===== config.mk =====
export PLATFORM = sky130hd
export DESIGN_NAME = stepper_step_sequencer_core
export DESIGN_NICKNAME = d
export VERILOG_FILES = /design/src/rtl/core/sss_pkg.sv /design/src/rtl/core/sss_csr.sv /design/src/rtl/core/sss_step.sv /design/src/rtl/core/stepper_step_sequencer_core.sv
export SDC_FILE = /design/constraint.sdc
export NUM_CORES = 2
export LEC_CHECK = 0
export ABC_AREA = 1
export BUFFER_PORTS_ARGS = -buffer_cell sky130_fd_sc_hd__buf_2
export CAP_MARGIN = 20
export CORE_MARGIN = 3
export CORE_UTILIZATION = 57
export DETAILED_ROUTE_END_ITERATION = 8
export HOLD_SLACK_MARGIN = 0.1
export PLACE_DENSITY = 0.72
export SLEW_MARGIN = 20
export SYNTH_ARGS = -nofsm -noshare
export SYNTH_HDL_FRONTEND = slang
export SYNTH_SLANG_ARGS = --single-unit

===== constraint.sdc =====
create_clock -name clock -period 23.4 [get_ports clock]
set_clock_uncertainty 0.15 [all_clocks]
set_input_delay 1.17 -clock clock [delete_from_list [all_inputs] [get_ports clock]]
set_output_delay 1.17 -clock clock [all_outputs]
set_load 0.005 [all_outputs]

===== src/rtl/core/sss_pkg.sv =====
package sss_pkg;

   // Item kinds carried on req_tuser
   typedef enum logic {
      ACT_TICK = 1'b0,
      ACT_MOVE = 1'b1
   } action_type;

   // Configuration register indexes
   typedef enum logic {
      CSR_STEPS_PER_REV = 1'b0,
      CSR_SPEED_RPM     = 1'b1
   } csr_index_type;

   localparam int unsigned RSP_DATA_W = 40;

   localparam logic [15:0] SPR_RESET      = 16'd200;
   localparam logic [15:0] RPM_RESET      = 16'd60;
   localparam logic [31:0] PROD_RESET     = 32'd12000;
   localparam logic [15:0] INTERVAL_RESET = 16'd12000;

   // Milliseconds in one minute.
   localparam logic [31:0] MS_PER_MIN = 32'd60000;

   // A rate product above one minute in milliseconds lets every tick step, so it is
   // clamped to this value. A zero product (speed zero) is clamped the same way, which
   // matches an interval of zero.
   localparam logic [15:0] INTERVAL_FREE = 16'd60001;

   typedef struct packed {
      logic [15:0] rev_len;   // steps per revolution, zero read as one
      logic        rpm_nz;    // speed is not zero
      logic [31:0] rate_prod; // rev_len * speed, registered
   } cfg_type;

   typedef struct packed {
      logic [3:0]  coils;
      logic [15:0] position;
      logic [15:0] remaining;
      logic        busy_res;
      logic        stepped;
      logic        rejected;
   } rsp_type;

   function automatic logic [3:0] coil_lookup(input logic [1:0] phase);
      logic [3:0] pattern;
      unique case (phase)
         2'd0: pattern = 4'b1010;
         2'd1: pattern = 4'b0110;
         2'd2: pattern = 4'b0101;
         2'd3: pattern = 4'b1001;
         default: pattern = 4'b0000;
      endcase
      return pattern;
   endfunction

endpackage


===== src/rtl/core/sss_csr.sv =====
module sss_csr (
   input  logic                clock,
   input  logic                reset,
   input  logic                csr_wen,
   input  logic                csr_addr,
   input  logic [15:0]         csr_wdata,
   output sss_pkg::cfg_type    cfg
);

   logic [15:0] spr_ff, spr_in;
   logic [15:0] rpm_ff, rpm_in;
   logic [31:0] prod_ff, prod_in;
   logic [15:0] rev_len;

   always_comb begin
      spr_in = spr_ff;
      rpm_in = rpm_ff;
      if (csr_wen && (csr_addr == sss_pkg::CSR_STEPS_PER_REV)) begin
         spr_in = csr_wdata;
      end
      if (csr_wen && (csr_addr == sss_pkg::CSR_SPEED_RPM)) begin
         rpm_in = csr_wdata;
      end
   end

   assign rev_len = (spr_ff == 16'd0) ? 16'd1 : spr_ff;

   // The step interval is floor(60000 / (rev_len * rpm)); only this product is kept,
   // the step logic compares against it instead of dividing.
   assign prod_in = 32'(rev_len) * 32'(rpm_ff);

   always_ff @(posedge clock) begin
      if (reset) begin
         spr_ff  <= sss_pkg::SPR_RESET;
         rpm_ff  <= sss_pkg::RPM_RESET;
         prod_ff <= sss_pkg::PROD_RESET;
      end else begin
         spr_ff  <= spr_in;
         rpm_ff  <= rpm_in;
         prod_ff <= prod_in;
      end
   end

   assign cfg.rev_len   = rev_len;
   assign cfg.rpm_nz    = (rpm_ff != 16'd0);
   assign cfg.rate_prod = prod_ff;

endmodule


===== src/rtl/core/sss_step.sv =====
module sss_step (
   input  logic                clock,
   input  logic                reset,
   input  logic                item_fire,
   input  logic                item_action,
   input  logic [15:0]         item_count,
   input  sss_pkg::cfg_type    cfg,
   output sss_pkg::rsp_type    rsp_next
);

   logic [15:0] pos_ff, pos_in;
   logic [15:0] togo_ff, togo_in;
   logic        fwd_ff, fwd_in;
   logic [15:0] elapsed_ff, elapsed_in;
   logic [3:0]  coil_ff, coil_in;
   logic [15:0] interval_ff, interval_in;

   logic        idle;
   logic [15:0] elapsed_inc;
   logic [16:0] ticks_p1;
   logic [32:0] due_prod;
   logic        due;
   logic        stepped;
   logic        rejected;

   assign idle        = (togo_ff == 16'd0);
   assign elapsed_inc = (elapsed_ff == 16'hFFFF) ? elapsed_ff : elapsed_ff + 16'd1;
   assign ticks_p1    = {1'b0, elapsed_inc} + 17'd1;

   // elapsed >= floor(60000 / P) holds exactly when (elapsed + 1) * P > 60000.
   assign due_prod = 33'(ticks_p1) * 33'(interval_ff);
   assign due      = (due_prod > 33'(sss_pkg::MS_PER_MIN));

   always_comb begin
      pos_in      = pos_ff;
      togo_in     = togo_ff;
      fwd_in      = fwd_ff;
      elapsed_in  = elapsed_ff;
      coil_in     = coil_ff;
      interval_in = interval_ff;
      stepped     = 1'b0;
      rejected    = 1'b0;

      // The interval follows the configuration only between moves.
      if (idle) begin
         if ((cfg.rate_prod == 32'd0) || (cfg.rate_prod > sss_pkg::MS_PER_MIN)) begin
            interval_in = sss_pkg::INTERVAL_FREE;
         end else begin
            interval_in = cfg.rate_prod[15:0];
         end
      end

      unique case (item_action)
         sss_pkg::ACT_MOVE: begin
            if (!idle) begin
               rejected = 1'b1;
            end else if (item_count != 16'd0) begin
               if (item_count[15]) begin
                  fwd_in  = 1'b0;
                  togo_in = (~item_count) + 16'd1;
               end else begin
                  fwd_in  = 1'b1;
                  togo_in = item_count;
               end
            end
         end
         sss_pkg::ACT_TICK: begin
            elapsed_in = elapsed_inc;
            if (!idle && cfg.rpm_nz && due) begin
               stepped = 1'b1;
               if (fwd_ff) begin
                  if (({1'b0, pos_ff} + 17'd1) >= {1'b0, cfg.rev_len}) begin
                     pos_in = 16'd0;
                  end else begin
                     pos_in = pos_ff + 16'd1;
                  end
               end else begin
                  if ((pos_ff == 16'd0) || (pos_ff >= cfg.rev_len)) begin
                     pos_in = cfg.rev_len - 16'd1;
                  end else begin
                     pos_in = pos_ff - 16'd1;
                  end
               end
               togo_in    = togo_ff - 16'd1;
               elapsed_in = 16'd0;
               coil_in    = sss_pkg::coil_lookup(pos_in[1:0]);
            end
         end
         default: begin
         end
      endcase
   end

   always_ff @(posedge clock) begin
      if (reset) begin
         pos_ff      <= 16'd0;
         togo_ff     <= 16'd0;
         fwd_ff      <= 1'b0;
         elapsed_ff  <= 16'd0;
         coil_ff     <= 4'd0;
         interval_ff <= sss_pkg::INTERVAL_RESET;
      end else if (item_fire) begin
         pos_ff      <= pos_in;
         togo_ff     <= togo_in;
         fwd_ff      <= fwd_in;
         elapsed_ff  <= elapsed_in;
         coil_ff     <= coil_in;
         interval_ff <= interval_in;
      end
   end

   assign rsp_next.coils     = coil_in;
   assign rsp_next.position  = pos_in;
   assign rsp_next.remaining = togo_in;
   assign rsp_next.busy_res  = (togo_in != 16'd0);
   assign rsp_next.stepped   = stepped;
   assign rsp_next.rejected  = rejected;

endmodule


===== src/rtl/core/stepper_step_sequencer_core.sv =====
// Four-wire stepper sequencer.
// The req channel carries one word per item: req_tuser selects a one millisecond
// tick (0) or a move command (1), and req_tdata holds the signed step count of a
// move. Every accepted word gives exactly one rsp word with the coil drive, the
// position within the revolution, the steps still to go and three status flags.
// A word accepted is held in the input register, worked on once the result register
// is free or being read, and shows on rsp_tvalid from the result register. One word
// per cycle is sustained while rsp_tready stays high; the only loop is the state
// update between the input register and the result register.
// When rsp_tready is low the result register holds its word and the input register
// can still take one more word before req_tready falls.
// The csr port writes steps per revolution and speed. Their product is registered
// from the setting registers, so a write takes effect for a move that starts once
// the product register holds it; a move already under way keeps its interval.
// Synchronous reset empties both registers, stops any move, turns all coils off and
// restores 200 steps per revolution at 60 rpm.
module stepper_step_sequencer_core (
   input  logic        clock,
   input  logic        reset,
   input  logic        req_tvalid,
   output logic        req_tready,
   input  logic [15:0] req_tdata,   // [15:0] move_count
   input  logic        req_tuser,   // [0] action
   output logic        rsp_tvalid,
   input  logic        rsp_tready,
   // [3:0] coils, [19:4] position, [35:20] remaining, [36] busy_res,
   // [37] stepped, [38] rejected, [39] zero
   output logic [sss_pkg::RSP_DATA_W-1:0] rsp_tdata,
   input  logic        csr_wen,
   input  logic        csr_addr,
   input  logic [15:0] csr_wdata
);

   logic             in_valid_ff, in_valid_in;
   logic             in_action_ff;
   logic [15:0]      in_count_ff;
   logic             out_valid_ff, out_valid_in;
   sss_pkg::rsp_type out_data_ff;

   sss_pkg::cfg_type cfg;
   sss_pkg::rsp_type rsp_next;
   logic             req_fire;
   logic             advance;

   assign advance    = in_valid_ff && (!out_valid_ff || rsp_tready);
   assign req_tready = !in_valid_ff || advance;
   assign req_fire   = req_tvalid && req_tready;

   always_comb begin
      in_valid_in  = in_valid_ff;
      out_valid_in = out_valid_ff;
      if (req_fire) begin
         in_valid_in = 1'b1;
      end else if (advance) begin
         in_valid_in = 1'b0;
      end
      if (advance) begin
         out_valid_in = 1'b1;
      end else if (rsp_tready) begin
         out_valid_in = 1'b0;
      end
   end

   always_ff @(posedge clock) begin
      if (reset) begin
         in_valid_ff  <= 1'b0;
         out_valid_ff <= 1'b0;
      end else begin
         in_valid_ff  <= in_valid_in;
         out_valid_ff <= out_valid_in;
      end
   end

   always_ff @(posedge clock) begin
      if (req_fire) begin
         in_action_ff <= req_tuser;
         in_count_ff  <= req_tdata;
      end
      if (advance) begin
         out_data_ff <= rsp_next;
      end
   end

   sss_csr u_csr (
      .clock     (clock),
      .reset     (reset),
      .csr_wen   (csr_wen),
      .csr_addr  (csr_addr),
      .csr_wdata (csr_wdata),
      .cfg       (cfg)
   );

   sss_step u_step (
      .clock       (clock),
      .reset       (reset),
      .item_fire   (advance),
      .item_action (in_action_ff),
      .item_count  (in_count_ff),
      .cfg         (cfg),
      .rsp_next    (rsp_next)
   );

   assign rsp_tvalid = out_valid_ff;
   assign rsp_tdata  = {1'b0,
                        out_data_ff.rejected,
                        out_data_ff.stepped,
                        out_data_ff.busy_res,
                        out_data_ff.remaining,
                        out_data_ff.position,
                        out_data_ff.coils};

endmodule


# After elaboration in Yosys (flattened, before gate mapping)
# Cells that the tools add are included.
[totals] word_cells=92 output_inout_bits=42 reg_bits=191 inputBits=39
[classes] n_addsub=8 order_cmp=4 n_eq_ne=4 mux=26 multipliers=2 reduce_logical=26 n_bitwise=3
[ops] op="two-way mux 16 bit" n=15
[ops] op="adder 16 x 1 -> 16 bit, second input constant" n=3
[ops] op="zero test 16 bit" n=3
[ops] op="nonzero test 16 bit" n=3
[ops] op="subtractor 16 x 1 -> 16 bit, second input constant" n=3
[ops] op="adder 16 x 1 -> 17 bit, second input constant" n=2
[ops] op="greater-than comparator 33 x 16 -> 1 bit, second input constant" n=1
[ops] op="multiplier 17 x 16 -> 33 bit" n=1
[ops] op="greater-than comparator 32 x 16 -> 1 bit, second input constant" n=1
[ops] op="zero test 32 bit" n=1
[ops] op="multiplier 16 x 16 -> 32 bit" n=1
[ops] op="case mux 16 bit (2 select lines)" n=1
[ops] op=">= comparator 17 x 16 -> 1 bit" n=1
[ops] op="== test 16 bit, second input constant" n=1
[ops] op=">= comparator 16 bit" n=1
[ops] op="NOT 16 bit" n=1
[ops] op="case mux 4 bit (4 select lines)" n=1
[ops] op="two-way mux 4 bit" n=2
[ops] op="two-way mux 1 bit" n=7
[ops] op="logical AND 1 bit" n=6
[ops] op="== test 2 bit, second input constant" n=2
[ops] op="logical OR 1 bit" n=4
[ops] op="AND reduction 2 bit" n=2
[ops] op="AND reduction 4 bit" n=1
[ops] op="other kinds (5)" n=9

# Depth between registers and ports, before layout
[logic_depth] word_depth=12 depth_mapped=56 mapped_depth_nobuf=55

# Modules after synthesis
# A second synthesis with hierarchy kept.
[unflattened] cells_unflattened=4210 hier_area_um2=29962.5
[by_module_without_submodules] module="sss_step" area_per_inst_um2=16572.1 cells_each=2528 seq_area_each_um2=1381.3 instances=1
[by_module_without_submodules] module="sss_csr" area_per_inst_um2=11606.1 cells_each=1612 seq_area_each_um2=1281.2 instances=1
[by_module_without_submodules] module="stepper_step_sequencer_core" area_per_inst_um2=1784.2 cells_each=70 seq_area_each_um2=1721.7 instances=1

# Worst setup path after synthesis
# No wires, ideal clock.
[synth_timing] path_kind="reg-to-reg" start="register u_step.elapsed_ff[0]" end="register out_data_ff (netlist bit rsp_tdata[36]) (data pin)" n_path_buf=2 setup_time_ps=254 t_arrival_ps=8294 stages_incl_launch_ff=53 required_ps=22996 period_less_slack_ps=8699 path_slack_ps=14701 path_cell_list="dfxtp_1 ha_1 inv_1 nor2_4 nand2_2 nor2_4 inv_4 nand2_4 nand2_1 inv_2 clkbuf_1 ha_1 nand2_1 nor2_1 nand2_1 nor2_2 nand2_1 o21ai_1 [17 not listed] nand2_1 nand2_1 nand2_1 nand2_1 a21oi_1 xor2_1 nand2_1 nor2_1 nand3_2 o21bai_4 buf_6 nand2_2 nand3_2 nand2_2 nor2_2 nand2_1 nor2_1 nand2_1"
[synth_lines] element="start: declaration" line="sss_step.sv:14" text="logic [15:0] elapsed_ff, elapsed_in;"
[synth_lines] element="start signal: assignment" line="sss_step.sv:106" text="elapsed_ff <= elapsed_in;"
[synth_lines] element="end signal: assignment" line="stepper_step_sequencer_core.sv:80" text="out_data_ff <= rsp_next;"
[synth_lines] element="end: declaration" line="stepper_step_sequencer_core.sv:38" text="sss_pkg::rsp_type out_data_ff;"

==> metrics.txt <==
Post-Synthesis Cells=3969; Hold Violations, Final=0; post-CTS setup buffers=0; EDFF count, synth=56; Via density=5.39; critical path required time=23.51 ns; Pre-antenna DRT Iters=6; gr usage total=29.9%; vias in the first global route=24600; DRT iter0 DRCs=1990; most frequent CP cell=nand2_1; Crit-path slowest cell=fa_1; global-route wire length before repair=128000 um; Cell Int Power=0.845 mW; kind of end point of the critical path=flip-flop; register area share after synthesis=15.1%; placed cell area=29900 um2; relative slew slack=32.8%; Residual DRC=0; post-cts sizing count=0; minimum clock period=10.12 ns; flop-to-flop setup slack=13.28 ns; f_max=0.0988 GHz; Hold Path Cell Cnt=2; commonest non-fill, non-tap cell in the layout=nand2_1; wire per inst=16.8 um; ys flop type=dfxtp_1; pre-CTS WS=13.39 ns; Slew Limit Fails=0; most frequent cells in the layout=nand2_1, inv_1, fa_1; clk_lat worst skew=0.49 ns; Setup Viol. Count Final=0; dpl hpwl=62400 um; post-route ant nets=0; post-route insts no fill=4628; register area=4380 um2; Ys Warns=0; Mapped Area=29100 um2; GRT Residual Overflow=0; Clock Power Share=19.9%; unrepaired setup endpoints after global routing=no; max incr delay on CP=0.53 ns; Peak supply drop=0.0000621 V; initial antenna violation count=1; largest net degree at the start of global routing=84; fraction of layout cells with a size suffix above 1=5.76%; final setup TNS=0 ns; sequential power share=26.0%; Num CTS Buffers=17; htree depth=4; Async SR Flop Fraction=0%; P_leak=16.6 nW; synth unique cells=63; measured slew at the worst slew-check pin=1.01 ns; # rows=82; Clock Pin Slew Worst Setup and Hold Paths=0.09 ns; WP data arrival=10.23 ns; syn_area_per_cell=7.34 um2; Root Buffer=clkbuf_16; die height=232 um; drt total wl=77900 um; sw frac=47.2%; Hold Buf Count CTS=0; initial core utilization=57.9%; CTS Buffer Depth=2; Sink Count=191; FF-to-FF path depth=50; outcome=finished, final reports clean; Multi-input gate area=20600 um2; Nets=4632; Post-Layout Inst Area=30500 um2; # fillers=4689; GPL Wtd Cong=0.957; CTS tree=yes; Synth-to-Final Area Change=4.85%; max-cap violations=0; PwrDens=52.4 nW/um2; combinational group share of total power=54.1%; register bit total from synthesis=191; DR vias=25000; full die area=53800 um2; NetSw=0.756 mW; Crit Path Max Fanout=23; syn nets=4658; placed insts=4596; crit start category=flip-flop; IO Pins=81; core area=50300 um2; kind of critical path=flip-flop to flip-flop; Chip Width=232 um; worst setup margin=13.28 ns; Final period util=43.2%; # diodes=0; hold crit path type=flip-flop to flip-flop; Port Buf Inserts=79
sequential cells by signal (all words and copies together), names as in the netlist, 4 cells and up:
register            cells
u_step.coil_ff          4
u_step.interval_ff     16
rsp_tdata              39
u_step.togo_ff         16
u_csr.spr_ff           16
u_csr.rpm_ff           16
u_csr.prod_ff          32
u_step.elapsed_ff      16
u_step.pos_ff          16
in_count_ff            16
per-stage QoR:
stage / total power, mW / util [%] / hold slack [ns]
6_report: 1.60 / 60.7 / 0.325
5_1_grt: 1.76 / 60.7 / 0.346
4_1_cts: 1.60 / 60.7 / 0.331
3_5_place_dp: 1.28 / 59.4 / 0.323
3_3_place_gp: 1.27 / 59.4 / 0.324
2_1_floorplan: 1.06 / - / 0.291
cell type report:
cell class / instances / share of cell area [%]
Inverter: 937 / 11.5
Sequential cell: 191 / 14.4
Tap cell: 672 / 2.75
Clock buffer: 18 / 1.48
Timing Repair Buffer: 93 / 1.64
Multi-Input combinational cell: 2703 / 67.6
Clock inverter: 14 / 0.664
cells in the mapped netlist (24+ instances only):
master | number | area [um2]
nand2_1 | 1012 | 3800
inv_1 | 907 | 3400
fa_1 | 402 | 8050
nor2_1 | 281 | 1050
ha_1 | 248 | 3100
a21oi_1 | 182 | 911
o21ai_0 | 136 | 681
dfxtp_1 | 135 | 2700
clkbuf_1 | 106 | 398
nand3_1 | 98 | 490
edfxtp_1 | 56 | 1680
xor2_1 | 49 | 429
nand4_1 | 45 | 282
nor3_1 | 30 | 150
nor4_1 | 24 | 150
worst paths after layout:
kind                   startpoint                     end
max reg2reg  u_step.elapsed_ff[0]           rsp_tdata[13]
min             u_csr.prod_ff[12]  u_step.interval_ff[12]
max          u_step.elapsed_ff[0]           rsp_tdata[13]
min reg2reg     u_csr.prod_ff[12]  u_step.interval_ff[12]
worst max-delay path, delay by kind of cell, from the launching register on:
kind | cells | cell delay (ns)
flip-flops | 1 | 0.47
AND/OR/NAND/NOR | 23 | 3.21
AO/OA/AOI/OAI | 3 | 0.49
adder cells (fa/ha/maj) | 9 | 3.86
XOR/XNOR | 1 | 0.16
buffers and inverters | 14 | 1.50
kinds of logic after synthesis:
group,synth area share [%]
AO/OA/AOI/OAI,7.73
XOR/XNOR,1.99
adder cells (fa/ha/maj),38.3
buffers and inverters,14.1
flip-flops,15.1
other,0.0129
AND/OR/NAND/NOR,22.8
per-layer routing:
layer | up-vias | routed length (um) | GRT usage, % | part of all wire, %
met5 | - | 12 | 0 | 0.015
met4 | 2 | 2440 | 9.80 | 3.1
met3 | 177 | 6020 | 5.03 | 7.7
met2 | 1028 | 36900 | 49.8 | 47
met1 | 11800 | 32500 | 39.8 | 42
li1 | 12000 | - | - | -
power groups by stage:
stage / clock network [mW] / logic [mW] / registers [mW]
after floorplan: 0 / 0.662 / 0.398
after global placement: 0 / 0.845 / 0.422
after detailed placement: 0 / 0.854 / 0.422
after CTS: 0.325 / 0.861 / 0.414
after global routing: 0.337 / 1.00 / 0.419
final: 0.319 / 0.865 / 0.416
(Power assumes the default switching activity.)
